--- src/ast_pkg.sv ---
// shared types and constants for the address state table
// used by ast_mem, ast_ctrl and address_state_table; no dependencies
package ast_pkg;

  localparam int SLOTS      = 12;
  localparam int IDX_W      = (SLOTS > 1) ? $clog2(SLOTS) : 1;
  localparam int CNT_W      = $clog2(SLOTS + 1);
  localparam int ADDR_W     = 48;
  localparam int KEY_W      = ADDR_W + 1;
  localparam int STATE_W    = 8;
  localparam int SLOT_OUT_W = 4;

  localparam logic MODE_LOOKUP = 1'b0;
  localparam logic MODE_SET    = 1'b1;

  typedef enum logic [1:0] {
    ST_IDLE,
    ST_SCAN,
    ST_DONE
  } ctrl_state_t;

  // request from the controller to the entry memory
  typedef struct packed {
    logic               re;
    logic [IDX_W-1:0]   raddr;
    logic               we;
    logic [IDX_W-1:0]   waddr;
    logic [KEY_W-1:0]   wkey;
    logic [STATE_W-1:0] wstate;
  } mem_req_t;

  typedef struct packed {
    logic [KEY_W-1:0]   key;
    logic [STATE_W-1:0] state;
  } mem_rd_t;

  typedef struct packed {
    logic [STATE_W-1:0]    read_state;
    logic                  hit;
    logic [SLOT_OUT_W-1:0] slot_used;
  } result_t;

  // empty flag on top, address bits cleared for an empty key
  function automatic logic [KEY_W-1:0] make_key(input logic [ADDR_W-1:0] addr,
                                                input logic empty);
    logic [KEY_W-1:0] k;
    if (empty) begin
      k = {1'b1, {ADDR_W{1'b0}}};
    end else begin
      k = {1'b0, addr};
    end
    return k;
  endfunction

endpackage

--- src/ast_mem.sv ---
// entry memory: one key and one state per slot, one write and one read port
// read data is registered; depends on ast_pkg
module ast_mem (
  input  logic             clk,
  input  ast_pkg::mem_req_t req,
  output ast_pkg::mem_rd_t  rd
);

  ast_pkg::mem_rd_t entries [ast_pkg::SLOTS];

  always_ff @(posedge clk) begin
    if (req.we) begin
      entries[req.waddr] <= '{key: req.wkey, state: req.wstate};
    end
  end

  always_ff @(posedge clk) begin
    if (req.re) begin
      rd <= entries[req.raddr];
    end
  end

endmodule

--- src/ast_ctrl.sv ---
// scan controller: walks the filled slots through the entry memory,
// then on a set updates the hit, appended or last slot; depends on ast_pkg
module ast_ctrl (
  input  logic                          clk,
  input  logic                          rst,
  input  logic                          in_valid,
  output logic                          in_ready,
  input  logic                          mode,
  input  logic [ast_pkg::ADDR_W-1:0]    key_addr,
  input  logic                          key_empty,
  input  logic [ast_pkg::STATE_W-1:0]   new_state,
  output logic                          res_valid,
  input  logic                          res_ready,
  output ast_pkg::result_t              res,
  output ast_pkg::mem_req_t             mem_req,
  input  ast_pkg::mem_rd_t              mem_rd
);

  ast_pkg::ctrl_state_t state, state_next;

  logic                          cur_mode;
  logic [ast_pkg::KEY_W-1:0]     cur_key;
  logic [ast_pkg::STATE_W-1:0]   cur_state;
  logic [ast_pkg::CNT_W-1:0]     idx;
  logic                          cmp_valid;
  logic [ast_pkg::IDX_W-1:0]     cmp_idx;
  logic                          found;
  logic [ast_pkg::IDX_W-1:0]     found_idx;
  logic [ast_pkg::STATE_W-1:0]   found_st;
  logic [ast_pkg::CNT_W-1:0]     fill;

  logic                          accept;
  logic                          skip_scan;
  logic                          match;
  logic                          last_miss;
  logic                          issue;
  logic [ast_pkg::IDX_W-1:0]     wr_slot;
  logic                          finish;

  assign accept    = in_valid && (state == ast_pkg::ST_IDLE);
  // empty-key lookups and an empty table need no scan
  assign skip_scan = ((mode == ast_pkg::MODE_LOOKUP) && key_empty) ||
                     (fill == '0);
  assign match     = cmp_valid && (mem_rd.key == cur_key);
  assign last_miss = cmp_valid && !match &&
                     (ast_pkg::CNT_W'(cmp_idx) == fill - ast_pkg::CNT_W'(1));
  assign issue     = (state == ast_pkg::ST_SCAN) && (idx < fill);
  assign finish    = (state == ast_pkg::ST_DONE) && res_ready;

  always_comb begin
    if (found) begin
      wr_slot = found_idx;
    end else if (fill < ast_pkg::CNT_W'(ast_pkg::SLOTS)) begin
      wr_slot = fill[ast_pkg::IDX_W-1:0];
    end else begin
      wr_slot = ast_pkg::IDX_W'(ast_pkg::SLOTS - 1);
    end
  end

  // next state
  always_comb begin
    state_next = state;
    case (state)
      ast_pkg::ST_IDLE: begin
        if (in_valid) begin
          state_next = skip_scan ? ast_pkg::ST_DONE : ast_pkg::ST_SCAN;
        end
      end
      ast_pkg::ST_SCAN: begin
        if (match || last_miss) begin
          state_next = ast_pkg::ST_DONE;
        end
      end
      ast_pkg::ST_DONE: begin
        if (res_ready) begin
          state_next = ast_pkg::ST_IDLE;
        end
      end
      default: state_next = ast_pkg::ST_IDLE;
    endcase
  end

  // outputs
  always_comb begin
    in_ready       = (state == ast_pkg::ST_IDLE);
    res_valid      = (state == ast_pkg::ST_DONE);
    mem_req.re     = issue;
    mem_req.raddr  = idx[ast_pkg::IDX_W-1:0];
    mem_req.we     = finish && (cur_mode == ast_pkg::MODE_SET);
    mem_req.waddr  = wr_slot;
    mem_req.wkey   = cur_key;
    mem_req.wstate = cur_state;
    if (cur_mode == ast_pkg::MODE_SET) begin
      res.read_state = cur_state;
      res.hit        = found;
      res.slot_used  = ast_pkg::SLOT_OUT_W'(wr_slot);
    end else if (found) begin
      res.read_state = found_st;
      res.hit        = 1'b1;
      res.slot_used  = ast_pkg::SLOT_OUT_W'(found_idx);
    end else begin
      res.read_state = '0;
      res.hit        = 1'b0;
      res.slot_used  = '0;
    end
  end

  always_ff @(posedge clk) begin
    if (rst) begin
      state     <= ast_pkg::ST_IDLE;
      fill      <= '0;
      cmp_valid <= 1'b0;
      found     <= 1'b0;
    end else begin
      state <= state_next;
      if (accept) begin
        cmp_valid <= 1'b0;
        found     <= 1'b0;
      end else if (state == ast_pkg::ST_SCAN) begin
        cmp_valid <= issue;
        if (match) begin
          found <= 1'b1;
        end
      end
      // a miss on set appends while there is room
      if (finish && (cur_mode == ast_pkg::MODE_SET) && !found &&
          (fill < ast_pkg::CNT_W'(ast_pkg::SLOTS))) begin
        fill <= fill + ast_pkg::CNT_W'(1);
      end
    end
  end

  always_ff @(posedge clk) begin
    if (accept) begin
      cur_mode  <= mode;
      cur_key   <= ast_pkg::make_key(key_addr, key_empty);
      cur_state <= new_state;
      idx       <= '0;
    end else if (state == ast_pkg::ST_SCAN) begin
      if (issue) begin
        idx <= idx + ast_pkg::CNT_W'(1);
      end
      cmp_idx <= idx[ast_pkg::IDX_W-1:0];
      if (match) begin
        found_idx <= cmp_idx;
        found_st  <= mem_rd.state;
      end
    end
  end

endmodule

--- src/address_state_table.sv ---
// top level of the address state table: controller, entry memory and
// output register; depends on ast_pkg, ast_mem, ast_ctrl
//
//  channel | handshake           | payload
//  in      | in_valid, in_ready  | mode, key_addr, key_empty, new_state
//  out     | out_valid, out_ready| read_state, hit, slot_used
//
// an item goes from accept through the scan and the done state into the output
// register; the scan reads the filled slots (at most 12) one slot per cycle
// from the single-read-port entry memory, and a hit ends it at the matching
// slot. an empty-key lookup or an empty table skips the scan. one item is in
// work at a time; the next is taken while a result waits in the output
// register, and a second result stalls the controller until out_ready. reset
// clears the fill count and control state only; slot contents are never read
// before they are written.
module address_state_table (
  input  logic                        clk,
  input  logic                        rst,
  input  logic                        in_valid,
  output logic                        in_ready,
  input  logic                        mode,
  input  logic [ast_pkg::ADDR_W-1:0]  key_addr,
  input  logic                        key_empty,
  input  logic [ast_pkg::STATE_W-1:0] new_state,
  output logic                        out_valid,
  input  logic                        out_ready,
  output logic [ast_pkg::STATE_W-1:0] read_state,
  output logic                        hit,
  output logic [ast_pkg::SLOT_OUT_W-1:0] slot_used
);

  ast_pkg::mem_req_t mem_req;
  ast_pkg::mem_rd_t  mem_rd;
  ast_pkg::result_t  res;
  logic              res_valid;
  logic              res_ready;

  ast_ctrl u_ctrl (
    .clk       (clk),
    .rst       (rst),
    .in_valid  (in_valid),
    .in_ready  (in_ready),
    .mode      (mode),
    .key_addr  (key_addr),
    .key_empty (key_empty),
    .new_state (new_state),
    .res_valid (res_valid),
    .res_ready (res_ready),
    .res       (res),
    .mem_req   (mem_req),
    .mem_rd    (mem_rd)
  );

  ast_mem u_mem (
    .clk (clk),
    .req (mem_req),
    .rd  (mem_rd)
  );

  assign res_ready = !out_valid || out_ready;

  always_ff @(posedge clk) begin
    if (rst) begin
      out_valid <= 1'b0;
    end else if (res_ready) begin
      out_valid <= res_valid;
    end
  end

  always_ff @(posedge clk) begin
    if (res_ready && res_valid) begin
      read_state <= res.read_state;
      hit        <= res.hit;
      slot_used  <= res.slot_used;
    end
  end

endmodule

--- config.mk ---
export PLATFORM = sky130hd
export DESIGN_NAME = address_state_table
export DESIGN_NICKNAME = d
export VERILOG_FILES = /design/src/ast_pkg.sv /design/src/ast_mem.sv /design/src/ast_ctrl.sv /design/src/address_state_table.sv
export SDC_FILE = /design/constraint.sdc
export NUM_CORES = 1
export LEC_CHECK = 0
export BUFFER_PORTS_ARGS = -buffer_cell sky130_fd_sc_hd__buf_4
export CORE_MARGIN = 2
export CORE_UTILIZATION = 59
export CTS_CLUSTER_SIZE = 14
export DETAILED_ROUTE_END_ITERATION = 10
export PLACE_DENSITY_LB_ADDON = 0.12
export SYNTH_ARGS = -nofsm -noshare
export SYNTH_HDL_FRONTEND = slang
export SYNTH_SLANG_ARGS = --single-unit
--- constraint.sdc ---
create_clock -name clk -period 5.9 [get_ports clk]
set_input_delay 0.59 -clock clk [delete_from_list [all_inputs] [get_ports clk]]
set_output_delay 0.59 -clock clk [all_outputs]
set_load 0.01 [all_outputs]
### After elaboration in Yosys (flattened, before gate mapping)

Memories as Yosys holds them, arrays and structs flattened. A register that Yosys moved wholly into a read port is not among the register bits.
Index checks and enable logic that the tools add are counted.

* $add $sub $neg: 3
* order comparisons: 2
* equal/unequal tests: 7
* muxes and demuxes: 12
* bitwise gates (word level): 2
* reduce and logical (&&, ||, !) cells: 24

Operators with widths (number)
* $eq 49x49->1: 1
* $mux 49: 1
* $mux 13: 2
* $logic_and 1x1->1: 10
* $add 4x1->4 const B: 2
* $mux 2: 4
* $mux 4: 2
* $pmux 2 s3: 1
* $reduce_and 2->1: 3
* $reduce_and 3->1: 2
* $eq 4x4->1: 1
* $logic_not 4->1: 1
* $lt 4x4->1: 1
* $lt 4x4->1 const B: 1
* $ne 2x2->1 const B: 2
* $sub 4x1->4 const B: 1
* $logic_not 1->1: 3
* $logic_or 1x1->1: 3
* $eq 2x1->1 const B: 1
* $eq 2x2->1 const B: 1
* $logic_not 2->1: 1
* $mux 1: 2
* $ne 2x1->1 const B: 1
* $not 1->1: 2
* $reduce_or 2->1: 1

* bits in registers: 100
* bits in writable memories: 684
* input port bits: 62
* memories: 1

Memory list
* u_mem.entries: depth 12, bits a word 57, read ports 1, clocked after Yosys merged registers in 1, write ports 1, RTL line ast_mem.sv:9 `ast_pkg::mem_rd_t entries [ast_pkg::SLOTS];`

### Depth between registers and ports, before layout

Gate-level depths: netlist (run 1).

* depth after elaboration: 8
* gate-level depth with buffers: 9
* gate-level depth less buffers: 8

### Cells and area by module

Synthesis (run 1) repeated with hierarchy kept, for this count alone.

* cell total of the unflattened synthesis: 1490
* area total of the unflattened synthesis: 31769.2 um2

Modules (own cells, without submodules)
* ast_mem: instances 1, cells each 1167, area an instance 27330.0 um2, sequential area each 22251.3 um2
* ast_ctrl: instances 1, cells each 305, area an instance 3993.8 um2, sequential area each 2462.4 um2
* address_state_table: instances 1, cells each 18, area an instance 445.4 um2, sequential area each 410.4 um2

### Worst setup path after synthesis (run 1)

No wires, ideal clock.

* path kind: input to register
* from: input port out_ready
* to: memory u_mem.entries[6][0] in the netlist's numbering (enable)
* library setup time: 0.472 ns
* data arrival time: 3.585 ns
* slack: 1.843 ns
* stages on the path: 4
* buffers on the path: 0
* path through: nor2b_1 -> nor3b_1 -> o21ai_0 -> nor2_1

* cells in the longest elaborated chain, start to end: 5

RTL lines
* from (decl): RTL line address_state_table.sv:26 `input logic out_ready,`
* $logic_or 1x1->1: RTL line address_state_table.sv:60 `assign res_ready = !out_valid || out_ready;`
* $logic_and 1x1->1: RTL line ast_ctrl.sv:48 `assign finish = (state == ast_pkg::ST_DONE) && res_ready;`
* $logic_and 1x1->1: RTL line ast_ctrl.sv:89 `mem_req.we = finish && (cur_mode == ast_pkg::MODE_SET);`
* $mux 1: RTL line ast_mem.sv:12 `if (req.we) begin`
* $mux 1 (implied by the code): RTL line ast_mem.sv:13 `entries[req.waddr] <= '{key: req.wkey, state: req.wstate};`
* to (decl): RTL line ast_mem.sv:9

Every way passes these cells.

### Final worst setup path (run 1)

* from: register u_ctrl.cur_mode
* to: memory u_mem.entries[6][49] in the netlist's numbering (enable)

* cells in the longest elaborated chain, start to end: 3

RTL lines
* from (decl): RTL line ast_ctrl.sv:21 `logic cur_mode;`
* from (signal assigned): RTL line ast_ctrl.sv:135 `cur_mode <= mode;`
* $logic_and 1x1->1: RTL line ast_ctrl.sv:89
* $mux 1: RTL line ast_mem.sv:12
* $mux 1 (implied by the code): RTL line ast_mem.sv:13

Every way passes these cells.

==> run summary, run 1 <==
STA
-------------------------------------------------------------------------------------
Final period util                                                               60.5%
Final min period                                                              3570 ps
Number of setup violations in the final report                                      0
Fin Clk Skew                                                                  26.5 ps
Setup TNS after final layout                                                     0 ps
Final hold violation count                                                          0
Worst slew pin tran                                                           1440 ps
Slew margin rel.                                                                2.88%
Achievable clock frequency                                                  0.280 GHz
Final hold slack                                                               148 ps
Unrepaired setup endpoints after global routing                                 false
Slew Viols, Final                                                                   0

GLOBAL ROUTING
-------------------------------------------------------------------------------------
Number of global-route vias before repair                                       15000
GRT overflow                                                                        0
Wire length of the first global-routing pass                                 96300 um
Largest net degree at the start of global routing                                 115
Initial antenna violation count                                                     0
All-layer global routing usage                                                  23.7%

WORST SETUP PATH
-------------------------------------------------------------------------------------
Data arrival time at the worst-slack endpoint                                 3810 ps
Kind of start point of the critical path                                    flip-flop
WP data required                                                              6140 ps
Reg2reg path depth                                                                  4
Critical path endpoint category                                             flip-flop
Category of the most critical setup path                                 flip-flop to flip-flop
Maximum net fanout on the critical path                                            36

YOSYS
-------------------------------------------------------------------------------------
Most used flip-flop cell after synthesis                                 sky130_fd_sc_hd__edfxtp_1
Main combinational cell family by area after synthesis                   multiplexers
Register bit total from synthesis                                                 841
Post-synthesis instance area                                               32000 um^2
Number of distinct library cells after synthesis                                   37
Multiplexer share of the synthesized area                                       13.9%
Area fraction in and, or, nand and nor cells after synthesis                    2.90%
Fraction of the mapped netlist area in adder cells                             0.235%
Average instance area after synthesis                                       21.4 um^2
XOR/XNOR Fraction of Synth Area                                                 1.56%
Top post-synthesis cells by count                                        sky130_fd_sc_hd__edfxtp_1 (828), sky130_fd_sc_hd__mux4_2 (171), sky130_fd_sc_hd__nand2_1 (65), sky130_fd_sc_hd__mux2i_1 (59), sky130_fd_sc_hd__o21ai_1 (57)
Compound-cell area share of the yosys netlist                                   1.67%
Portion of the post-synthesis area used by sequential elements                  78.6%
Number of flops mapped to enable cells by yosys                                   828
Yosys Warn Count                                                                    0
Net count of the mapped netlist                                                  1563
Most repeated cell in the gate-level netlist after synthesis             sky130_fd_sc_hd__edfxtp_1
Cell types occupying the most area after synthesis                       sky130_fd_sc_hd__edfxtp_1 (78%), sky130_fd_sc_hd__mux4_2 (12%), sky130_fd_sc_hd__mux2i_1 (1.8%)
Cell type with the highest aggregate area in the netlist                 sky130_fd_sc_hd__edfxtp_1
Number of cells produced by synthesis                                            1495
Share of async-settable or async-resettable flops after synthesis                  0%
Area fraction of the dominant cell type after synthesis                         77.8%

CTS
-------------------------------------------------------------------------------------
Root buffer selected by CTS                                              sky130_fd_sc_hd__clkbuf_16
TritonCTS clock tree                                                             done
Post-cts repair resize count                                                        0
Post-CTS Repair Setup Buffers                                                       0
Worst skew pair latency                                                        630 ps
Number of CTS-inserted buffers                                                     83
Hold buffer count at cts                                                            0
Total number of clock tree sinks                                                  841
Maximum level of the CTS H-tree                                                     3
Maximum buffer depth of the clock tree                                              3
Clock slew at reported path FFs                                                 60 ps

DIE
-------------------------------------------------------------------------------------
Number of ports placed on the die boundary                                         77
Row cnt                                                                            85
Effective utilization at floorplan                                              59.5%
Die Footprint                                                              56000 um^2
DIE WIDTH                                                                      237 um
Die height                                                                     237 um
Core Area                                                                  53700 um^2

ROUTE
-------------------------------------------------------------------------------------
Router iterations before antenna repair                                             5
Drt total wl                                                                 64400 um
Routed len/inst                                                               27.2 um
DRC Markers                                                                         0
Number of vias after detailed routing                                           14600
Number of routed nets with antenna violations                                       0
Count of routing violations after the opening detailed-route iteration           1216
Ratio of routed vias to standard cells                                           6.18

FINAL LAYOUT
-------------------------------------------------------------------------------------
Fraction of final layout cells with drive strength greater than 1               23.8%
Net count, final                                                                 1679
Non-filler instance count after layout                                           2369
Synthesis-to-finish area growth                                                 12.3%
Number of antenna diodes                                                            0
Finished Cell Area                                                         35900 um^2

PLACEMENT
-------------------------------------------------------------------------------------
Buffers on Ports                                                                   76
Placed cell area                                                           33400 um^2
Routability cong.                                                               0.762
Count of placed standard cells including taps                                    2222
Detailed placement HPWL                                                      33300 um

PWR
-------------------------------------------------------------------------------------
Max rail drop VDD                                                            0.282 mV
Power per standard cell area                                              332 nW/um^2
P_leak                                                                        10.9 nW

JOB
-------------------------------------------------------------------------------------
Count of maximum capacitance violations                                             0

WORST HOLD PATH
-------------------------------------------------------------------------------------
Worst Hold Depth                                                                    1
Path class of the lowest-slack min-delay path                            input pin to flip-flop

RUN STATUS
-------------------------------------------------------------------------------------
Status                                                                   finished clean

[layout make-up]
cell class / instances / area, um^2
clock inverter: 43 / 303
sequential: 841 / 25100
fill: 3491 / 17800
tap: 696 / 871
timing repair buffer: 104 / 806
multi-input combinational: 573 / 6570
clock buffer: 104 / 2180
inverter: 8 / 30.0
[routing by layer]
| metal | vias up | track usage (%) | wire [um] |
|---|---|---|---|
| met3 | 113 | 3.88 | 3860 |
| met1 | 7723 | 34.6 | 27400 |
| met5 | - | 0 | 0 |
| li1 | 6297 | - | - |
| met4 | 0 | 6.75 | 1570 |
| met2 | 504 | 37.9 | 31500 |
[cells in the final DEF, fill, tap and decap left out, types with 14 or more instances in the layout]
cell and n:
sky130_fd_sc_hd__clkinv_1 23, sky130_fd_sc_hd__mux4_2 171, sky130_fd_sc_hd__nand4_1 14, sky130_fd_sc_hd__nor2_1 19, sky130_fd_sc_hd__clkbuf_1 20, sky130_fd_sc_hd__o21ai_1 57, sky130_fd_sc_hd__nor2b_1 50, sky130_fd_sc_hd__nand2_1 65
sky130_fd_sc_hd__edfxtp_1 828, sky130_fd_sc_hd__xnor2_1 53, sky130_fd_sc_hd__buf_4 102, sky130_fd_sc_hd__mux2i_1 59, sky130_fd_sc_hd__clkbuf_16 84
[worst paths after layout]
check                                      from              endpoint  slack [ps]
worst min-delay path               new_state[6]   u_ctrl.cur_state[6]         150
worst max register to register  u_ctrl.cur_mode  u_mem.entries[6][49]        2330
worst max-delay path            u_ctrl.cur_mode  u_mem.entries[6][49]        2330
worst min register to register      u_mem.rd[4]    u_ctrl.found_st[4]         420
[cells by family after synthesis]
kind of cell / after synthesis
xor+xnor: 57
flops: 841
mux: 230
fa+ha+maj: 6
compound gates: 92
buf+inv: 81
simple gates: 188
[report_power, final]
part | switching [mW] | internal, mW
clock | 2.12 | 2.74
sequential | 0.119 | 6.68
combinational | 0.137 | 0.109
total | 2.37 | 9.53
[worst max-delay path, stage by stage, from the launching register on]
cell,delay [ps]
sky130_fd_sc_hd__edfxtp_1,620
sky130_fd_sc_hd__nor3b_1,410
sky130_fd_sc_hd__o21ai_0,590
sky130_fd_sc_hd__nor2_4,880
sky130_fd_sc_hd__buf_4,660
[stage by stage]
step | utilization [%] | power (mW) | worst slack, ps
after floorplan | - | 7.02 | 1840
after detailed placement | 62.2 | 7.18 | 2260
final | 66.8 | 11.9 | 2330
after global placement | 62.2 | 7.16 | 2330
after CTS | 66.8 | 12.0 | 2310
after global routing | 66.8 | 12.2 | 2080
[flip-flops by register name, indices dropped and copies added (netlist names)]
register / cells
u_mem.entries: 684
u_mem.rd: 57
u_ctrl.cur_key: 49
read_state: 8
u_ctrl.cur_state: 8
u_ctrl.found_st: 8
slot_used: 4
u_ctrl.cmp_idx: 4
u_ctrl.fill: 4
u_ctrl.found_idx: 4
u_ctrl.idx: 4
u_ctrl.state: 2
hit: 1
out_valid: 1
u_ctrl.cmp_valid: 1
u_ctrl.cur_mode: 1
u_ctrl.found: 1
Note: power is estimated with default switching activity, not from simulation.
==> inputs of run 2 (changes only) <==
--- a/config.mk
+++ b/config.mk
@@ -5,9 +5,10 @@
 export SDC_FILE = /design/constraint.sdc
 export NUM_CORES = 1
 export LEC_CHECK = 0
+export ABC_AREA = 1
 export BUFFER_PORTS_ARGS = -buffer_cell sky130_fd_sc_hd__buf_4
 export CORE_MARGIN = 2
-export CORE_UTILIZATION = 59
+export CORE_UTILIZATION = 56
 export CTS_CLUSTER_SIZE = 14
 export DETAILED_ROUTE_END_ITERATION = 10
 export PLACE_DENSITY_LB_ADDON = 0.12
==> constraint.sdc (replaced) <==
create_clock -name clk -period 3 [get_ports clk]
set_input_delay 0.3 -clock clk [delete_from_list [all_inputs] [get_ports clk]]
set_output_delay 0.3 -clock clk [all_outputs]
set_load 0.01 [all_outputs]
==> run summary, run 2 <==
STA
-------------------------------------------------------------------------------------
Slew margin rel.                                                                33.5%
Worst slew pin tran                                                            996 ps
Final hold slack                                                              23.8 ps
Final min period                                                              2770 ps
Slew Viols, Final                                                                   0
Achievable clock frequency                                                  0.361 GHz
Fin Clk Skew                                                                  14.7 ps
Final hold violation count                                                          0
Unrepaired setup endpoints after global routing                                 false
Final period util                                                               92.3%
Setup TNS after final layout                                                     0 ps
Smallest setup slack after layout                                              232 ps
Number of setup violations in the final report                                      0

FINAL LAYOUT
-------------------------------------------------------------------------------------
Fraction of the core area covered by cells at the end of the flow               64.7%
Number of filler instances in the final layout                                   4212
Largest register by flop count                                           u_mem.entries
Number of antenna diodes                                                            0
Largest registers in the final layout                                    u_mem.entries x684, u_mem.rd x57, u_ctrl.cur_key x49
Highest-count cells in the layout ignoring fill and taps                 sky130_fd_sc_hd__edfxtp_1 (828), sky130_fd_sc_hd__nor2_1 (440), sky130_fd_sc_hd__o21ai_0 (363)
Net count, final                                                                 2708
Fraction of final layout cells with drive strength greater than 1               10.7%
Non-filler instance count after layout                                           3476
Most common cell after layout, fill and taps aside                       sky130_fd_sc_hd__edfxtp_1
Largest register FFs                                                              684
Synthesis-to-finish area growth                                                 15.0%

GLOBAL ROUTING
-------------------------------------------------------------------------------------
All-layer global routing usage                                                  26.3%
Largest net degree at the start of global routing                                 148
Met1 track utilization from global routing                                      37.0%
M3 GR Usage                                                                     3.54%
GRT overflow                                                                        0
GRT busiest layer                                                                met2
Global routing usage on met2                                                    43.5%
Number of global-route vias before repair                                       19600
Wire length of the first global-routing pass                                119000 um
Initial antenna violation count                                                     0

ROUTE
-------------------------------------------------------------------------------------
Drt total wl                                                                 79100 um
Routed len/inst                                                               22.8 um
Ratio of routed vias to standard cells                                           5.83
Router iterations before antenna repair                                             5
DRC Markers                                                                         0
Number of routed nets with antenna violations                                       0
Number of vias after detailed routing                                           20300
Count of routing violations after the opening detailed-route iteration           1980

YOSYS
-------------------------------------------------------------------------------------
Area fraction of the dominant cell type after synthesis                         75.3%
Average instance area after synthesis                                       13.2 um^2
Number of distinct library cells after synthesis                                   28
Cell types occupying the most area after synthesis                       sky130_fd_sc_hd__edfxtp_1 (75%), sky130_fd_sc_hd__o21ai_0 (5.5%), sky130_fd_sc_hd__nor2_1 (5.1%)
Number of flops mapped to enable cells by yosys                                   828
Register bit total from synthesis                                                 841
Share of async-settable or async-resettable flops after synthesis                  0%
Most repeated cell in the gate-level netlist after synthesis             sky130_fd_sc_hd__edfxtp_1
Post-synthesis instance area                                               33000 um^2
Yosys Warn Count                                                                    0
Net count of the mapped netlist                                                  2578
Portion of the post-synthesis area used by sequential elements                  76.1%
Top post-synthesis cells by count                                        sky130_fd_sc_hd__edfxtp_1 (828), sky130_fd_sc_hd__nor2_1 (453), sky130_fd_sc_hd__o21ai_0 (363), sky130_fd_sc_hd__nand2_1 (221), sky130_fd_sc_hd__o22ai_1 (175)
Number of cells produced by synthesis                                            2510
Most used flip-flop cell after synthesis                                 sky130_fd_sc_hd__edfxtp_1
Cell type with the highest aggregate area in the netlist                 sky130_fd_sc_hd__edfxtp_1

JOB
-------------------------------------------------------------------------------------
Count of maximum capacitance violations                                             0

PWR
-------------------------------------------------------------------------------------
P_leak                                                                        13.1 nW
Max rail drop VDD                                                            0.472 mV
Power per standard cell area                                              717 nW/um^2

DIE
-------------------------------------------------------------------------------------
Number of ports placed on the die boundary                                         77
DIE WIDTH                                                                      247 um
Core Area                                                                  58700 um^2
Die Footprint                                                              60900 um^2
Die height                                                                     247 um
Row cnt                                                                            89
Effective utilization at floorplan                                              56.3%

CTS
-------------------------------------------------------------------------------------
Maximum level of the CTS H-tree                                                     3
Clock slew at reported path FFs                                                 60 ps
TritonCTS clock tree                                                             done
Number of CTS-inserted buffers                                                     84
Maximum buffer depth of the clock tree                                              3
Total number of clock tree sinks                                                  841
Root buffer selected by CTS                                              sky130_fd_sc_hd__clkbuf_16
Post-cts repair resize count                                                        0
Worst skew pair latency                                                        620 ps

WORST SETUP PATH
-------------------------------------------------------------------------------------
Most frequent CP cell                                                    sky130_fd_sc_hd__nand2_1
Maximum net fanout on the critical path                                            14
WP data required                                                              3250 ps
Category of the most critical setup path                                 flip-flop to flip-flop
Buffers plus inverters on the worst setup path                                      2
Data arrival time at the worst-slack endpoint                                 3020 ps
Kind of start point of the critical path                                    flip-flop
Max incr delay on CP                                                           570 ps
Master of the slowest instance on the critical path                      sky130_fd_sc_hd__edfxtp_1
Critical path endpoint category                                             flip-flop
Crit path cell chain                                                     inv_1 -> nand2_1 -> nand2_1 -> nor2_1 -> nand2_1 -> nor2_1 -> nand2_1 -> nor2_1 -> nand3_1 -> inv_1
Largest delay contributor family on the critical path                    simple AND/OR/NAND/NOR gates

WORST HOLD PATH
-------------------------------------------------------------------------------------
Path class of the lowest-slack min-delay path                            input pin to flip-flop

PLACEMENT
-------------------------------------------------------------------------------------
Post-Place Setup Slack                                                         232 ps
Detailed placement HPWL                                                      40400 um
Routability cong.                                                               0.825
Count of placed standard cells including taps                                    3293
Buffers on Ports                                                                   76

RUN STATUS
-------------------------------------------------------------------------------------
Status                                                                   finished clean

-- run 2: timing repair --
action / CTS / global route
setup buffers: 0 / 0
hold buffers: 34 / 0
endpoints found under the hold margin: 36 / 0
-- run 2: area by class of cell --
cell class | instances | area [um^2] | share of cell area, %
clock buffers | 116 | 2340 | 6.16
clock inverters | 33 | 284 | 0.748
multi-input cells | 1378 | 6770 | 17.8
flip-flops and latches | 841 | 25100 | 66.2
repair buffers | 184 | 1900 | 5.01
well taps | 773 | 967 | 2.55
inverters | 151 | 577 | 1.52
-- run 2: kinds of logic (layout without fill, tap and decap cells) --
group	Yosys count	count (layout)	synth area share (%)
mux	57	57	1.73
flops	841	841	76.1
buf+inv	291	484	3.73
xor+xnor	11	11	0.292
fa+ha+maj	6	6	0.227
compound gates	603	603	9.85
simple gates	701	701	8.10
-- run 2: final timing paths --
check | start | depth (start not counted) | slack, ps | to
max | u_ctrl.cur_key[39] | 10 | 230 | u_ctrl.found_st[5]
min | key_addr[5] | 3 | 20 | u_ctrl.cur_key[5]
max reg2reg | u_ctrl.cur_key[39] | 10 | 230 | u_ctrl.found_st[5]
min reg2reg | u_mem.rd[4] | 0 | 430 | u_ctrl.found_st[4]
-- run 2: routing by layer --
layer  vias to the layer above  routed length, um  part of all wire (%)
met5                         -                  0                     0
met2                       743              38800                    49
li1                       9307                  -                     -
met4                         0               1930                   2.4
met3                       142               5030                   6.4
met1                     10100              33400                    42
-- run 2: worst reg2reg max path, stage by stage, from the launching register on --
cell and delay [ps]:
sky130_fd_sc_hd__edfxtp_1 570, sky130_fd_sc_hd__inv_1 100, sky130_fd_sc_hd__nand2_1 70, sky130_fd_sc_hd__nand2_1 110
sky130_fd_sc_hd__nor2_1 170, sky130_fd_sc_hd__nand2_1 70, sky130_fd_sc_hd__nor2_1 210, sky130_fd_sc_hd__nand2_1 160
sky130_fd_sc_hd__nor2_1 310, sky130_fd_sc_hd__nand3_1 190, sky130_fd_sc_hd__inv_1 430
-- run 2: stage by stage --
stage	power, mW	area (um^2)
detailed placement	17.4	35000
finish	27.2	38000
global placement	17.3	35000
global route	28.2	38000
floorplan	16.2	33100
CTS	27.4	38000
-- run 2: report_power, final --
group	total [mW]	switching (mW)	internal, mW
registers	14.4	0.488	13.9
clock network	10.1	4.19	5.86
logic	2.76	1.81	0.946
==> inputs of run 3 (changes only) <==
--- a/config.mk
+++ b/config.mk
@@ -5,7 +5,6 @@
 export SDC_FILE = /design/constraint.sdc
 export NUM_CORES = 1
 export LEC_CHECK = 0
-export ABC_AREA = 1
 export BUFFER_PORTS_ARGS = -buffer_cell sky130_fd_sc_hd__buf_4
 export CORE_MARGIN = 2
 export CORE_UTILIZATION = 56
@@ -15,3 +14,4 @@
 export SYNTH_ARGS = -nofsm -noshare
 export SYNTH_HDL_FRONTEND = slang
 export SYNTH_SLANG_ARGS = --single-unit
+export TNS_END_PERCENT = 5
==> run summary, run 3 (same netlist as run 1, synthesis figures left out) <==
CTS
-------------------------------------------------------------------------------------
Number of CTS-inserted buffers                                                     85
Maximum buffer depth of the clock tree                                              3
Total number of clock tree sinks                                                  841
Post-cts repair resize count                                                        0
Post-CTS Repair Setup Buffers                                                       0
Maximum level of the CTS H-tree                                                     3
Root buffer selected by CTS                                              sky130_fd_sc_hd__clkbuf_16
Clock slew at reported path FFs                                                 60 ps
Worst skew pair latency                                                        620 ps
TritonCTS clock tree                                                             done

WORST SETUP PATH
-------------------------------------------------------------------------------------
Crit path cell chain                                                     xnor2_1 -> nand4_1 -> nor3_1 -> nand4_1 -> nor2_1 -> buf_4
Buffers plus inverters on the worst setup path                                      1
WP data required                                                              3300 ps
Master of the slowest instance on the critical path                      sky130_fd_sc_hd__xnor2_1
Max incr delay on CP                                                           530 ps
Largest delay contributor family on the critical path                    simple AND/OR/NAND/NOR gates
Kind of start point of the critical path                                    flip-flop
Maximum net fanout on the critical path                                            13
Critical path endpoint category                                             flip-flop
Data arrival time at the worst-slack endpoint                                 3040 ps
Most frequent CP cell                                                    sky130_fd_sc_hd__nand4_1
Category of the most critical setup path                                 flip-flop to flip-flop

FINAL LAYOUT
-------------------------------------------------------------------------------------
Fraction of the core area covered by cells at the end of the flow               65.6%
Number of antenna diodes                                                            0
Highest-count cells in the layout ignoring fill and taps                 sky130_fd_sc_hd__edfxtp_1 (828), sky130_fd_sc_hd__mux4_2 (171), sky130_fd_sc_hd__buf_4 (110)
Number of filler instances in the final layout                                   3786
Fraction of final layout cells with drive strength greater than 1               25.3%
Most common cell after layout, fill and taps aside                       sky130_fd_sc_hd__edfxtp_1
Synthesis-to-finish area growth                                                 15.8%
Largest register by flop count                                           u_mem.entries
Net count, final                                                                 1746
Largest registers in the final layout                                    u_mem.entries x684, u_mem.rd x57, u_ctrl.cur_key x49
Largest register FFs                                                              684
Non-filler instance count after layout                                           2498

DIE
-------------------------------------------------------------------------------------
Die Footprint                                                              59000 um^2
Row cnt                                                                            87
Core Area                                                                  56400 um^2
Die height                                                                     243 um
Number of ports placed on the die boundary                                         77
DIE WIDTH                                                                      243 um
Effective utilization at floorplan                                              56.7%

JOB
-------------------------------------------------------------------------------------
Count of maximum capacitance violations                                             0

GLOBAL ROUTING
-------------------------------------------------------------------------------------
Initial antenna violation count                                                     1
GRT overflow                                                                        0
All-layer global routing usage                                                  23.0%
Number of global-route vias before repair                                       15400
Largest net degree at the start of global routing                                  61
Wire length of the first global-routing pass                                 98900 um

PLACEMENT
-------------------------------------------------------------------------------------
Routability cong.                                                               0.772
Count of placed standard cells including taps                                    2312
Detailed placement HPWL                                                      34400 um
Buffers on Ports                                                                   76

ROUTE
-------------------------------------------------------------------------------------
Router iterations before antenna repair                                             5
DRC Markers                                                                         0
Number of vias after detailed routing                                           14800
Count of routing violations after the opening detailed-route iteration           1430
Ratio of routed vias to standard cells                                           5.94
Number of routed nets with antenna violations                                       0
Drt total wl                                                                 66000 um
Routed len/inst                                                               26.4 um

STA
-------------------------------------------------------------------------------------
Final hold violation count                                                          0
Slew Viols, Final                                                                   0
Unrepaired setup endpoints after global routing                                 false
Final min period                                                              2740 ps
Fin Clk Skew                                                                  18.2 ps
Slew margin rel.                                                                9.62%
Setup TNS after final layout                                                     0 ps
Number of setup violations in the final report                                      0
Achievable clock frequency                                                  0.365 GHz
Worst slew pin tran                                                           1340 ps
Final period util                                                               91.4%
Final hold slack                                                              38.9 ps

PWR
-------------------------------------------------------------------------------------
Clock power share                                                               41.9%
Max rail drop VDD                                                            0.465 mV
Relative contribution of combinational cells to total power                      2.5%
Total net switching power                                                     4.73 mW
Power, Total                                                                  24.0 mW
Switching share of power                                                        19.7%
Power per standard cell area                                              648 nW/um^2
P_leak                                                                        11.3 nW
Portion of total power attributed to sequential cells                           55.6%
Internal Dissipation                                                          19.2 mW

WORST HOLD PATH
-------------------------------------------------------------------------------------
Path class of the lowest-slack min-delay path                            input pin to flip-flop

RUN STATUS
-------------------------------------------------------------------------------------
Status                                                                   finished clean

-- run 3: final timing paths --
path / cells after the start / endpoint / from / slack (ps)
max: 6 / u_ctrl.found_st[5] / u_ctrl.cur_key[43] / 260
min: 2 / u_ctrl.cur_key[15] / key_addr[15] / 40
max reg2reg: 6 / u_ctrl.found_st[5] / u_ctrl.cur_key[43] / 260
min reg2reg: 0 / u_ctrl.found_st[2] / u_mem.rd[2] / 420
-- run 3: worst register-to-register path: stages (launching register included) --
cell                       delay [ps]
sky130_fd_sc_hd__edfxtp_1         410
sky130_fd_sc_hd__xnor2_1          530
sky130_fd_sc_hd__nand4_1          320
sky130_fd_sc_hd__nor3_1           390
sky130_fd_sc_hd__nand4_1          310
sky130_fd_sc_hd__nor2_1           220
sky130_fd_sc_hd__buf_4            250
-- run 3: stage by stage --
| step | setup WS [ps] | area [um^2] |
|---|---|---|
| floorplan | -224 | 32000 |
| global placement | 234 | 34000 |
| detailed placement | 260 | 34000 |
| CTS | 247 | 37000 |
| global route | 176 | 37000 |
| finish | 258 | 37000 |
-- run 3: final cells by class --
| type | instances | area (um^2) | share of cell area [%] |
|---|---|---|---|
| tap | 756 | 946 | 2.56 |
| inverter | 8 | 32.5 | 0.0879 |
| timing repair buffer | 169 | 1660 | 4.48 |
| sequential | 841 | 25100 | 67.9 |
| multi-input combinational | 573 | 6600 | 17.8 |
| clock buffer | 110 | 2310 | 6.23 |
| clock inverter | 41 | 324 | 0.876 |
-- run 3: what timing repair did --
action                     4_1_cts  5_1_grt
hold buffers                    35        0
setup endpoints to repair        0        0
hold endpoints to repair        40        0
-- run 3: power groups by stage --
stage               combinational (mW)  clock [mW]  sequential [mW]
finish                           0.594        10.0             13.3
global route                     0.643        10.7             13.4
CTS                              0.603        10.2             13.3
detailed placement               0.564           0             13.6
global placement                 0.557           0             13.6
floorplan                        0.265           0             13.5
-- run 3: per-layer routing --
metal  track usage (%)  routed length, um
met1              33.5              28600
met2              36.8              32200
met3              4.02               3760
met4              5.85               1410
met5                 0                  0
